`src/rtl/one_line_pulse_width_command_tx_defines.svh`:
```
// Assertion macros used by the frame sequencer of the command transmitter RTL.
`ifndef ONE_LINE_PULSE_WIDTH_COMMAND_TX_DEFINES_SVH
`define ONE_LINE_PULSE_WIDTH_COMMAND_TX_DEFINES_SVH

`ifndef SYNTHESIS

// Expression must hold on every clock edge out of reset.
`define OLPW_ASSERT_ALWAYS(label, clk, rst_n, expr) \
    label: assert property (@(posedge clk) disable iff (!rst_n) (expr)) \
        else $error("olpw assertion failed");

// Consequent must hold in the cycle after the antecedent.
`define OLPW_ASSERT_NEXT(label, clk, rst_n, ante, cons) \
    label: assert property (@(posedge clk) disable iff (!rst_n) (ante) |=> (cons)) \
        else $error("olpw assertion failed");

`else

`define OLPW_ASSERT_ALWAYS(label, clk, rst_n, expr)
`define OLPW_ASSERT_NEXT(label, clk, rst_n, ante, cons)

`endif

`endif

```
`src/rtl/olpw_pkg.sv`:
```
// Shared types and constants of the pulse-width command transmitter.
`timescale 1ns / 1ps
`default_nettype none

package olpw_pkg;

    localparam int DATA_BITS_DEFAULT = 8;

    localparam int CMD_W  = 2;
    localparam int BYTE_W = 8;
    localparam int REG_IDX_W = 1;

    localparam logic [CMD_W-1:0] CMD_TICK   = 2'd0;
    localparam logic [CMD_W-1:0] CMD_SEND   = 2'd1;
    localparam logic [CMD_W-1:0] CMD_VOLUME = 2'd2;

    localparam logic [REG_IDX_W-1:0] REG_VOLUME_BASE = 1'd0;
    localparam logic [REG_IDX_W-1:0] REG_VOLUME_TOP  = 1'd1;

    localparam logic [BYTE_W-1:0] VOLUME_BASE_RESET = 8'd224;
    localparam logic [BYTE_W-1:0] VOLUME_TOP_RESET  = 8'd231;

    typedef struct packed {
        logic reset_pin;
        logic data_pin;
        logic busy_res;
        logic frame_done;
        logic refused;
    } result_t;

endpackage

`default_nettype wire

```
`src/rtl/olpw_cfg.sv`:
```
// Volume registers and the saturated volume command byte.
`timescale 1ns / 1ps
`default_nettype none

module olpw_cfg
(
    input  wire logic                                clk,
    input  wire logic                                rst_n,
    input  wire logic                                cfg_we,
    input  wire logic [olpw_pkg::REG_IDX_W-1:0]      cfg_index,
    input  wire logic [olpw_pkg::BYTE_W-1:0]         cfg_data,
    input  wire logic [olpw_pkg::BYTE_W-1:0]         level,
    output logic      [olpw_pkg::BYTE_W-1:0]         vol_byte
);

    logic [olpw_pkg::BYTE_W-1:0] base_reg;
    logic [olpw_pkg::BYTE_W-1:0] top_reg;
    logic [olpw_pkg::BYTE_W:0]   sum;

    always_ff @(posedge clk or negedge rst_n)
    begin
        if (!rst_n)
        begin
            base_reg <= olpw_pkg::VOLUME_BASE_RESET;
            top_reg  <= olpw_pkg::VOLUME_TOP_RESET;
        end
        else if (cfg_we)
        begin
            case (cfg_index)
                olpw_pkg::REG_VOLUME_BASE: base_reg <= cfg_data;
                olpw_pkg::REG_VOLUME_TOP:  top_reg  <= cfg_data;
                default: ;
            endcase
        end
    end

    // 9-bit sum never wraps; anything past top clamps to top.
    always_comb
    begin
        sum = {1'b0, base_reg} + {1'b0, level};
        if (sum > {1'b0, top_reg})
            vol_byte = top_reg;
        else
            vol_byte = sum[olpw_pkg::BYTE_W-1:0];
    end

endmodule

`default_nettype wire

```
`src/rtl/olpw_frame.sv`:
```
// Frame sequencer: phase state, bit shifter and registered result.
`timescale 1ns / 1ps
`default_nettype none
`include "one_line_pulse_width_command_tx_defines.svh"

module olpw_frame
#(
    parameter int DATA_BITS = olpw_pkg::DATA_BITS_DEFAULT
)
(
    input  wire logic                            clk,
    input  wire logic                            rst_n,
    input  wire logic                            advance,
    input  wire logic [olpw_pkg::CMD_W-1:0]      cmd,
    input  wire logic [olpw_pkg::BYTE_W-1:0]     data_byte,
    input  wire logic [olpw_pkg::BYTE_W-1:0]     vol_byte,
    output olpw_pkg::result_t                    res
);

    localparam int BIT_W = (DATA_BITS > 1) ? $clog2(DATA_BITS) : 1;
    localparam logic [BIT_W-1:0] LAST_BIT = BIT_W'(DATA_BITS - 1);

    localparam logic [2:0] LEN_LONG  = 3'd5;
    localparam logic [2:0] LEN_WIDE  = 3'd3;
    localparam logic [2:0] LEN_SHORT = 3'd1;

    typedef enum logic [2:0] {
        PH_IDLE,
        PH_RST_LO,
        PH_RST_HI,
        PH_DAT_LO,
        PH_BIT_HI,
        PH_BIT_LO,
        PH_END
    } phase_t;

    phase_t                      phase_reg, phase_next, cur_phase;
    logic [2:0]                  tick_reg, tick_next, cur_tick, tick_inc, len;
    logic [BIT_W-1:0]            bit_reg, bit_next, cur_bit;
    logic [olpw_pkg::BYTE_W-1:0] shift_reg, shift_next, cur_shift, load_byte;
    olpw_pkg::result_t           res_reg, res_next;
    logic                        send, start;

    always_comb
    begin
        send      = cmd inside {olpw_pkg::CMD_SEND, olpw_pkg::CMD_VOLUME};
        start     = send && (phase_reg == PH_IDLE);
        load_byte = (cmd == olpw_pkg::CMD_VOLUME) ? vol_byte : data_byte;

        // a starting send is itself the first tick of the frame
        cur_phase = start ? PH_RST_LO : phase_reg;
        cur_tick  = start ? 3'd0 : tick_reg;
        cur_bit   = start ? '0 : bit_reg;
        cur_shift = start ? load_byte : shift_reg;

        case (cur_phase)
            PH_RST_LO, PH_RST_HI, PH_DAT_LO: len = LEN_LONG;
            PH_BIT_HI: len = cur_shift[0] ? LEN_WIDE : LEN_SHORT;
            PH_BIT_LO: len = cur_shift[0] ? LEN_SHORT : LEN_WIDE;
            default:   len = LEN_SHORT;
        endcase

        tick_inc   = cur_tick + 3'd1;
        phase_next = cur_phase;
        tick_next  = tick_inc;
        bit_next   = cur_bit;
        shift_next = cur_shift;

        res_next.reset_pin  = 1'b1;
        res_next.data_pin   = 1'b1;
        res_next.busy_res   = 1'b0;
        res_next.frame_done = 1'b0;
        res_next.refused    = send && !start;

        if (cur_phase == PH_IDLE)
        begin
            tick_next = cur_tick;
        end
        else
        begin
            res_next.busy_res  = 1'b1;
            res_next.reset_pin = (cur_phase != PH_RST_LO);
            res_next.data_pin  = !((cur_phase == PH_DAT_LO) || (cur_phase == PH_BIT_LO));
            if (tick_inc >= len)
            begin
                tick_next = 3'd0;
                case (cur_phase)
                    PH_RST_LO: phase_next = PH_RST_HI;
                    PH_RST_HI: phase_next = PH_DAT_LO;
                    PH_DAT_LO: phase_next = PH_BIT_HI;
                    PH_BIT_HI: phase_next = PH_BIT_LO;
                    PH_BIT_LO:
                    begin
                        shift_next = cur_shift >> 1;
                        if (cur_bit == LAST_BIT)
                        begin
                            phase_next = PH_END;
                            bit_next   = '0;
                        end
                        else
                        begin
                            phase_next = PH_BIT_HI;
                            bit_next   = cur_bit + BIT_W'(1);
                        end
                    end
                    default:
                    begin
                        res_next.frame_done = 1'b1;
                        phase_next          = PH_IDLE;
                        bit_next            = '0;
                    end
                endcase
            end
        end
    end

    always_ff @(posedge clk or negedge rst_n)
    begin
        if (!rst_n)
        begin
            phase_reg <= PH_IDLE;
            tick_reg  <= 3'd0;
            bit_reg   <= '0;
            shift_reg <= '0;
            res_reg   <= '{reset_pin: 1'b1, data_pin: 1'b1, default: 1'b0};
        end
        else if (advance)
        begin
            phase_reg <= phase_next;
            tick_reg  <= tick_next;
            bit_reg   <= bit_next;
            shift_reg <= shift_next;
            res_reg   <= res_next;
        end
    end

    assign res = res_reg;

    `OLPW_ASSERT_ALWAYS(a_done_in_frame, clk, rst_n, !res_reg.frame_done || res_reg.busy_res)
    `OLPW_ASSERT_ALWAYS(a_refuse_in_frame, clk, rst_n, !res_reg.refused || res_reg.busy_res)
    `OLPW_ASSERT_ALWAYS(a_idle_pins_high, clk, rst_n,
        res_reg.busy_res || (res_reg.reset_pin && res_reg.data_pin))
    `OLPW_ASSERT_NEXT(a_start_enters_reset, clk, rst_n, advance && start,
        (phase_reg == PH_RST_HI) || (phase_reg == PH_RST_LO))

endmodule

`default_nettype wire

```
`src/rtl/one_line_pulse_width_command_tx.sv`:
```
// Top level of the one-line pulse-width command transmitter.
// Each input beat is one millisecond tick of the command line; a send beat
// (raw byte or volume level) while idle opens a frame and is its first tick,
// a send beat during a frame is dropped and flagged as refused. One result
// beat comes out per input beat with the pin levels of that tick. Throughput
// is one beat per cycle while m_tready keeps the result side free; the only
// stages are an input register and the frame sequencer's result register.
`timescale 1ns / 1ps
`default_nettype none

module one_line_pulse_width_command_tx
#(
    parameter int DATA_BITS = olpw_pkg::DATA_BITS_DEFAULT
)
(
    input  wire logic                               clk,
    input  wire logic                               rst_n,
    input  wire logic                               s_tvalid,
    output logic                                    s_tready,
    input  wire logic [7:0]                         s_tdata,  // [7:0] data_byte
    input  wire logic [1:0]                         s_tuser,  // [1:0] cmd
    output logic                                    m_tvalid,
    input  wire logic                               m_tready,
    // [0] reset_pin, [1] data_pin, [2] busy_res, [3] refused, [7:4] zero
    output logic [7:0]                              m_tdata,
    output logic                                    m_tlast,  // frame_done
    input  wire logic                               cfg_we,
    input  wire logic [olpw_pkg::REG_IDX_W-1:0]     cfg_index,
    input  wire logic [olpw_pkg::BYTE_W-1:0]        cfg_data
);

    logic                          in_valid_reg, in_valid_next;
    logic [olpw_pkg::CMD_W-1:0]    in_cmd_reg;
    logic [olpw_pkg::BYTE_W-1:0]   in_data_reg;
    logic                          out_valid_reg, out_valid_next;
    logic                          out_free, advance, in_take;
    logic [olpw_pkg::BYTE_W-1:0]   vol_byte;
    olpw_pkg::result_t             res;

    assign out_free = !out_valid_reg || m_tready;
    assign advance  = in_valid_reg && out_free;
    assign s_tready = !in_valid_reg || advance;
    assign in_take  = s_tvalid && s_tready;

    assign in_valid_next  = in_take || (in_valid_reg && !advance);
    assign out_valid_next = advance || (out_valid_reg && !m_tready);

    always_ff @(posedge clk or negedge rst_n)
    begin
        if (!rst_n)
        begin
            in_valid_reg  <= 1'b0;
            out_valid_reg <= 1'b0;
        end
        else
        begin
            in_valid_reg  <= in_valid_next;
            out_valid_reg <= out_valid_next;
        end
    end

    always_ff @(posedge clk)
    begin
        if (in_take)
        begin
            in_cmd_reg  <= s_tuser;
            in_data_reg <= s_tdata;
        end
    end

    olpw_cfg u_cfg
    (
        .clk       (clk),
        .rst_n     (rst_n),
        .cfg_we    (cfg_we),
        .cfg_index (cfg_index),
        .cfg_data  (cfg_data),
        .level     (in_data_reg),
        .vol_byte  (vol_byte)
    );

    olpw_frame #(
        .DATA_BITS (DATA_BITS)
    ) u_frame
    (
        .clk       (clk),
        .rst_n     (rst_n),
        .advance   (advance),
        .cmd       (in_cmd_reg),
        .data_byte (in_data_reg),
        .vol_byte  (vol_byte),
        .res       (res)
    );

    assign m_tvalid = out_valid_reg;
    assign m_tdata  = {4'b0000, res.refused, res.busy_res, res.data_pin, res.reset_pin};
    assign m_tlast  = res.frame_done;

endmodule

`default_nettype wire

```
`config.mk`:
```
export PLATFORM = sky130hd
export DESIGN_NAME = one_line_pulse_width_command_tx
export DESIGN_NICKNAME = d
export VERILOG_FILES = /design/src/rtl/olpw_pkg.sv /design/src/rtl/olpw_cfg.sv /design/src/rtl/olpw_frame.sv /design/src/rtl/one_line_pulse_width_command_tx.sv
export VERILOG_INCLUDE_DIRS = /design/src /design/src/rtl
export SDC_FILE = /design/constraint.sdc
export NUM_CORES = 1
export LEC_CHECK = 0
export ABC_CLOCK_PERIOD_IN_PS = 3100
export BUFFER_PORTS_ARGS = -buffer_cell sky130_fd_sc_hd__buf_2
export CAP_MARGIN = 20
export CELL_PAD_IN_SITES_DETAIL_PLACEMENT = 1
export CELL_PAD_IN_SITES_GLOBAL_PLACEMENT = 1
export CORE_MARGIN = 2
export CORE_UTILIZATION = 41
export CTS_CLUSTER_SIZE = 24
export DETAILED_ROUTE_END_ITERATION = 16
export GPL_TIMING_DRIVEN = 0
export MAX_ROUTING_LAYER = met4
export PLACE_DENSITY_LB_ADDON = 0.25
export SLEW_MARGIN = 20
export SYNTH_ARGS = -nofsm -noshare
export SYNTH_HDL_FRONTEND = slang
export SYNTH_SLANG_ARGS = --single-unit
```
`constraint.sdc`:
```
create_clock -name clk -period 3.1 [get_ports clk]
set_input_delay 0.465 -clock clk [delete_from_list [all_inputs] [get_ports clk]]
set_output_delay 0.465 -clock clk [all_outputs]
set_load 0.05 [all_outputs]
```
; Word-level counts from Yosys, hierarchy flattened
; Index checks and enable logic that the tools add are counted.
[totals]
ff_bits = 50
in_bits = 24
output_inout_bits = 11
word_cells = 80
[op_classes]
add_sub_neg = 3
n_lt_le_gt_ge = 2
eq_ne = 9
muxes = 25
bitwise_logic = 1
n_reduce_logical = 25
[op_table]
columns = operator, count
row1 = $mux W8, 6
row2 = $mux W3, 10
row3 = $pmux W3 S5, 1
row4 = $add A8 B8 Y9, 1
row5 = $eq A3 B3 Y1 const B, 3
row6 = $gt A9 B8 Y1, 1
row7 = $pmux W3 S3, 1
row8 = $add A3 B1 Y3 const B, 2
row9 = $eq A3 B2 Y1 const B, 2
row10 = $logic_and A1 B1 Y1, 6
row11 = $logic_not A1 Y1, 6
row12 = $logic_not A3 Y1, 2
row13 = $mux W2, 3
row14 = $pmux W3 S2, 1
row15 = $logic_or A1 B1 Y1, 5
row16 = $reduce_or A5 Y1, 1
row17 = $mux W4, 1
row18 = $reduce_and A2 Y1, 2
row19 = $reduce_or A4 Y1, 1
row20 = $eq A3 B1 Y1 const B, 1
row21 = $ge A3 B3 Y1, 1
row22 = $ne A3 B1 Y1 const B, 1
row23 = $reduce_or A3 Y1, 1
row24 = $eq A2 B1 Y1 const B, 1
row25 = 4 further kinds, 5

; Logic depth before layout (Yosys ltp)
[depth]
ltp_word = 10
ltp_mapped = 15
ltp_nobuf = 13

; Cells and area by module
; A second synthesis with hierarchy kept.
[hier_totals]
hier_cells = 281
area_unflattened_um2 = 3135.5
[modules_own_cells]
columns = mod, n_inst, cells_each, area_per_inst_um2
row1 = olpw_frame, 1, 153, 1466.4
row2 = olpw_cfg, 1, 105, 1231.2
row3 = one_line_pulse_width_command_tx, 1, 23, 437.9

; Least setup slack after synthesis
; OpenSTA, ideal clock, no wires.
[synth_timing]
kind = register to register
startpoint = register in_cmd_reg[1] (netlist bit)
endpoint = register u_frame.shift_reg[7] (netlist bit)
setup_time_ns = 0.082
arrival_ns = 3.277
setup_slack_ns = -0.259
path_stages_with_launch = 13
path_buffers = 2
period_less_slack_ns = 3.359
cell_sequence = edfxtp_1 -> ha_1 -> or4_1 -> buf_2 -> buf_1 -> and2_1 -> ha_1 -> ha_1 -> o21ai_0 -> a32o_2 -> nor3_4 -> a211o_1 -> a31oi_1
[synth_between]
elab_chain_cells = 10
[synth_rtl]
columns = item, line
row1 = start: declaration, one_line_pulse_width_command_tx.sv:33  ; logic [olpw_pkg::CMD_W-1:0] in_cmd_reg;
row2 = start signal: assignment, one_line_pulse_width_command_tx.sv:66  ; in_cmd_reg <= s_tuser;
row3 = $eq A2 B1 Y1 or $eq A2 B2 Y1 (tied branches), "olpw_frame.sv:46, olpw_frame.sv:48"
row4 = $reduce_bool A2 Y1, olpw_frame.sv:46  ; send = cmd inside {olpw_pkg::CMD_SEND, olpw_pkg::CMD_VOLUME};
row5 = $logic_and A1 B1 Y1, olpw_frame.sv:47  ; start = send && (phase_reg == PH_IDLE);
row6 = $mux W3, olpw_frame.sv:51  ; cur_phase = start ? PH_RST_LO : phase_reg;
row7 = $eq A3 B1 Y1 or $eq A3 B2 Y1 (tied branches), olpw_frame.sv:56  ; case (cur_phase)
row8 = $reduce_or A3 Y1, olpw_frame.sv:56
row9 = $pmux W3 S3, olpw_frame.sv:56
row10 = $ge A3 B3 Y1, olpw_frame.sv:84  ; if (tick_inc >= len)
row11 = $mux W8, olpw_frame.sv:84
row12 = $mux W8 *, olpw_frame.sv:75  ; if (cur_phase == PH_IDLE)
row13 = end signal: assignment, olpw_frame.sv:132  ; shift_reg <= shift_next;
row14 = end: declaration, olpw_frame.sv:40  ; logic [olpw_pkg::BYTE_W-1:0] shift_reg, shift_next, cur_shift, load_byte;
; Every way passes the cells marked *; elsewhere a longest branch is shown, timed or not.
; A chain may end at the register's enable or synchronous reset.

; Final worst setup path
[layout_timing]
startpoint = register in_data_reg[0] (netlist bit)
endpoint = register u_frame.shift_reg[6] (netlist bit)
[layout_between]
elab_chain_cells = 10
[layout_rtl]
columns = item, line
row1 = start: declaration, one_line_pulse_width_command_tx.sv:34  ; logic [olpw_pkg::BYTE_W-1:0] in_data_reg;
row2 = start signal: assignment, one_line_pulse_width_command_tx.sv:67  ; in_data_reg <= s_tdata;
row3 = $add A8 B8 Y9, olpw_cfg.sv:40  ; sum = {1'b0, base_reg} + {1'b0, level};
row4 = $gt A9 B8 Y1, olpw_cfg.sv:41  ; if (sum > {1'b0, top_reg})
row5 = $mux W8, olpw_cfg.sv:41
row6 = $mux W8 *, olpw_frame.sv:48  ; load_byte = (cmd == olpw_pkg::CMD_VOLUME) ? vol_byte : data_byte;
row7 = $mux W8 *, olpw_frame.sv:54  ; cur_shift = start ? load_byte : shift_reg;
row8 = $mux W2 (on tied branches), "olpw_frame.sv:59, olpw_frame.sv:58"
row9 = $pmux W3 S3, olpw_frame.sv:56
row10 = $ge A3 B3 Y1, olpw_frame.sv:84
row11 = $mux W8, olpw_frame.sv:84
row12 = $mux W8 *, olpw_frame.sv:75
; Marked as above.

==> metrics.txt <==
# TYPE chip_impl_metric gauge
chip_impl_metric{name="areaGrowthSynthToFinish",unit="%"} 22.4
chip_impl_info{name="synth_top_family_by_area",value="compound AO/OA/AOI/OAI gates"} 1
chip_impl_metric{name="instances_no_fill",unit=""} 434
chip_impl_info{name="synth_area_leaders",value="sky130_fd_sc_hd__dfrtp_1, sky130_fd_sc_hd__edfxtp_1, sky130_fd_sc_hd__dfstp_2"} 1
chip_impl_metric{name="wirelength_per_cell",unit="µm"} 15.7
chip_impl_metric{name="placed_cell_count",unit=""} 410
chip_impl_metric{name="worst_ep_arrival_time",unit="ps"} 3480
chip_impl_metric{name="grt_antenna_before_repair",unit=""} 0
chip_impl_metric{name="via_count_of_the_first_global_routing_pass",unit=""} 2480
chip_impl_info{name="synthFlopType",value="sky130_fd_sc_hd__dfrtp_1"} 1
chip_impl_metric{name="critPathMaxFanout",unit=""} 3
chip_impl_info{name="worstSetupStartpointType",value="register"} 1
chip_impl_info{name="hold_path.class",value="in -> async"} 1
chip_impl_info{name="critPathKind",value="reg -> reg"} 1
chip_impl_metric{name="route.detailed.vias_per_inst",unit=""} 5.41
chip_impl_info{name="outcome",value="finished, violations left"} 1
chip_impl_metric{name="post-route-drc-count",unit=""} 0
chip_impl_metric{name="mappedNetlistArea",unit="mm²"} 0.00295
chip_impl_metric{name="maxCapViolations",unit=""} 0
chip_impl_metric{name="clkSlewWorstSetupHoldPaths",unit="ps"} 90
chip_impl_metric{name="totalNegativeSetupSlack",unit="ps"} -1270
chip_impl_metric{name="finish.net_count",unit=""} 384
chip_impl_metric{name="die-area",unit="mm²"} 0.00790
chip_impl_metric{name="core",unit="mm²"} 0.00687
chip_impl_metric{name="drive_above_1_share",unit="%"} 36.4
chip_impl_metric{name="clock.fmax",unit="MHz"} 305
chip_impl_metric{name="vdd.ir_drop.worst",unit="mV"} 0.304
chip_impl_metric{name="cp_data_required_time",unit="ps"} 3300
chip_impl_metric{name="post_synth_and_or_nand_nor_area_fraction",unit="%"} 13.3
chip_impl_metric{name="postRouteAntennaNets",unit=""} 0
chip_impl_metric{name="numClockSinks",unit=""} 50
chip_impl_info{name="buffer_type_at_the_clock_tree_root",value="sky130_fd_sc_hd__clkbuf_8"} 1
chip_impl_info{name="grt_setup_unrepaired",value="yes"} 1
chip_impl_metric{name="htree_levels",unit=""} 2
chip_impl_metric{name="overflow",unit=""} 0
chip_impl_metric{name="synth_fa_ha_area_share",unit="%"} 10.0
chip_impl_metric{name="grt_start_max_net_pins",unit=""} 41
chip_impl_metric{name="cts_buffer_depth",unit=""} 2
chip_impl_metric{name="ioPinCount",unit=""} 35
chip_impl_info{name="yosys.area.top_type",value="sky130_fd_sc_hd__dfrtp_1"} 1
chip_impl_metric{name="grt_usage",unit="%"} 20.2
chip_impl_metric{name="detailroute.wirelength.met2",unit="µm"} 3660
chip_impl_info{name="top_metal_used",value="met4"} 1
chip_impl_metric{name="layout.cell_area.non_filler",unit="mm²"} 0.00362
chip_impl_metric{name="detailroute.via_count",unit=""} 2347
chip_impl_metric{name="flops_latches_synth",unit=""} 50
chip_impl_metric{name="p_leak",unit="nW"} 1.55
chip_impl_metric{name="n_antenna_cell",unit=""} 0
chip_impl_metric{name="detailedPlacementHpwl",unit="µm"} 5140
chip_impl_info{name="violations",value="setup timing"} 1
chip_impl_metric{name="yosysTopAreaCellShare",unit="%"} 24.6
chip_impl_metric{name="count_of_flip_flops_with_a_built_in_enable_after_synthesis",unit=""} 10
chip_impl_metric{name="postRouteWirelength",unit="µm"} 6840
chip_impl_metric{name="drt_iter0_drcs",unit=""} 53
chip_impl_metric{name="syn_area_per_cell",unit="µm²"} 10.5
chip_impl_metric{name="grt_pass1_wl",unit="µm"} 11900
chip_impl_metric{name="slew_headroom",unit="%"} 40.0
chip_impl_metric{name="cts_buffers",unit=""} 5
chip_impl_metric{name="synth_warn",unit=""} 0
chip_impl_info{name="tritoncts",value="done"} 1
chip_impl_metric{name="die_width",unit="µm"} 88.9
chip_impl_metric{name="initial_util",unit="%"} 43.0
chip_impl_metric{name="m1WireLength",unit="µm"} 2870
chip_impl_metric{name="power-per-cell-area",unit="mW/mm²"} 866
chip_impl_info{name="timing.critical_path.to_type",value="register"} 1
chip_impl_metric{name="report.final.hold_viol_count",unit=""} 0
chip_impl_metric{name="muxShareOfSynthArea",unit="%"} 8.13
chip_impl_metric{name="place.gp.congestion",unit=""} 0.891
chip_impl_metric{name="area_fraction_in_compound_gates_after_synthesis",unit="%"} 17.7
chip_impl_metric{name="detailroute.wirelength.met3",unit="µm"} 222
chip_impl_metric{name="insertion_delay",unit="ps"} 310
chip_impl_metric{name="yosysSeqAreaShare",unit="%"} 44.5
chip_impl_metric{name="slew_at_the_pin_closest_to_its_max_slew_limit",unit="ps"} 901
chip_impl_metric{name="standard_cell_area_after_detailed_placement",unit="mm²"} 0.00327
chip_impl_metric{name="yosys.cell_types.count",unit=""} 58
chip_impl_metric{name="post_synth_xor_area_fraction",unit="%"} 2.08
chip_impl_metric{name="drt_pass1_iterations",unit=""} 5
chip_impl_metric{name="final_min_period",unit="ps"} 3280
chip_impl_metric{name="finalWorstSetupSlack",unit="ps"} -180
chip_impl_metric{name="port_buffers",unit=""} 30
chip_impl_metric{name="timing.final.setup_violations",unit=""} 8
chip_impl_metric{name="chipHeight",unit="µm"} 88.9
chip_impl_metric{name="holdBufCountCts",unit=""} 0
chip_impl_metric{name="worst-r2r-cell-count",unit=""} 13
chip_impl_metric{name="asyncSetResetFlopFracSynth",unit="%"} 80.0
chip_impl_metric{name="maxSlewViolCount",unit=""} 0
chip_impl_metric{name="finClkSkew",unit="ps"} 10.0
chip_impl_metric{name="min_period_over_period",unit="%"} 106
chip_impl_metric{name="core.rowCount",unit=""} 30
chip_impl_metric{name="synthesis.instances",unit=""} 281
==> cell families (layout without fill, tap and decap cells) <==
group | count (synthesis) | count (layout)
buf+inv | 27 | 81
simple gates | 76 | 76
xor+xnor | 7 | 7
fa+ha+maj | 23 | 23
flops | 50 | 50
compound gates | 75 | 75
other cells | 1 | 4
mux | 22 | 22
==> power breakdown <==
group | internal, mW | switching [mW] | total [mW]
clock network | 0.155 | 0.224 | 0.379
registers | 0.857 | 0.112 | 0.968
logic | 0.817 | 0.967 | 1.78
total | 1.83 | 1.30 | 3.13
==> layout make-up <==
class / count / area (µm²)
plain buffers: 13 / 78.8
clock buffers: 5 / 68.8
clock inverters: 3 / 16.3
fillers: 771 / 3250
inverters: 13 / 48.8
multi-input cells: 207 / 1690
flip-flops and latches: 50 / 1320
well taps: 96 / 120
repair buffers: 47 / 278
==> stage by stage <==
step,util [%],hold slack [ps],worst slack [ps],power [mW]
floorplan,-,169,-9.46,2.07
global placement,47.7,455,-339,2.34
detailed placement,47.7,459,-465,2.39
CTS,52.1,319,-195,3.10
global route,52.6,309,-420,3.37
finish,52.6,268,-180,3.13
==> timing repair <==
action | 4_1_cts | 5_1_grt
buffers inserted | 14 | 3
pin swaps | 33 | 9
setup endpoints to repair | 17 | 16
endpoints found under the hold margin | 0 | 0
resized for setup | 22 | 5
==> routing by layer <==
layer,vias up,track usage [%]
li1,1136,-
met5,-,-
met2,38,37.0
met3,7,3.17
met4,0,4.96
met1,1166,22.9
==> synthesized netlist by cell type, types with 6 or more instances <==
library cell and number:
sky130_fd_sc_hd__o22ai_1 6, sky130_fd_sc_hd__nor2_1 12, sky130_fd_sc_hd__mux2_2 16, sky130_fd_sc_hd__and2_1 6, sky130_fd_sc_hd__nand2_1 28, sky130_fd_sc_hd__inv_1 13
sky130_fd_sc_hd__edfxtp_1 10, sky130_fd_sc_hd__a21oi_1 10, sky130_fd_sc_hd__o21ai_0 16, sky130_fd_sc_hd__dfstp_2 11, sky130_fd_sc_hd__ha_1 22, sky130_fd_sc_hd__dfrtp_1 29
sky130_fd_sc_hd__mux2i_1 6
==> critical path, stage by stage, from the launching register on <==
cell and delay [ps]:
sky130_fd_sc_hd__edfxtp_1 420, sky130_fd_sc_hd__ha_2 220, sky130_fd_sc_hd__fa_2 350, sky130_fd_sc_hd__a211oi_2 270, sky130_fd_sc_hd__o21bai_1 110, sky130_fd_sc_hd__a21oi_2 180, sky130_fd_sc_hd__xnor2_2 90, sky130_fd_sc_hd__ha_1 340
sky130_fd_sc_hd__a2111oi_2 300, sky130_fd_sc_hd__o21ai_1 140, sky130_fd_sc_hd__o22ai_2 290, sky130_fd_sc_hd__a21oi_1 120, sky130_fd_sc_hd__a311oi_1 280, sky130_fd_sc_hd__o21ai_2 70
==> cells in the final DEF, fill, tap and decap left out, types with 6 or more instances in the layout <==
cell type	netlist	final
sky130_fd_sc_hd__nor2_1	12	11
sky130_fd_sc_hd__inv_1	13	12
sky130_fd_sc_hd__nand2_1	28	26
sky130_fd_sc_hd__buf_2	4	33
sky130_fd_sc_hd__edfxtp_1	10	10
sky130_fd_sc_hd__ha_1	22	17
sky130_fd_sc_hd__buf_4	4	21
sky130_fd_sc_hd__mux2i_1	6	6
sky130_fd_sc_hd__a21oi_1	10	9
sky130_fd_sc_hd__dfrtp_1	29	29
sky130_fd_sc_hd__o21ai_0	16	14
sky130_fd_sc_hd__mux2_2	16	16
sky130_fd_sc_hd__dfstp_2	11	11
==> final timing paths <==
path | start | end | slack, ps
worst min-delay path | rst_n | u_frame.tick_reg[0] | 270
max in group asynchronous | rst_n | u_cfg.base_reg[4] | 2260
worst min register to register | u_frame.res[2] | u_frame.res[2] | 480
worst max register to register | in_data_reg[0] | u_frame.shift_reg[6] | -180
worst max-delay path | in_data_reg[0] | u_frame.shift_reg[6] | -180
min in group clk | s_tdata[2] | in_data_reg[2] | 320
(Power assumes the default switching activity.)
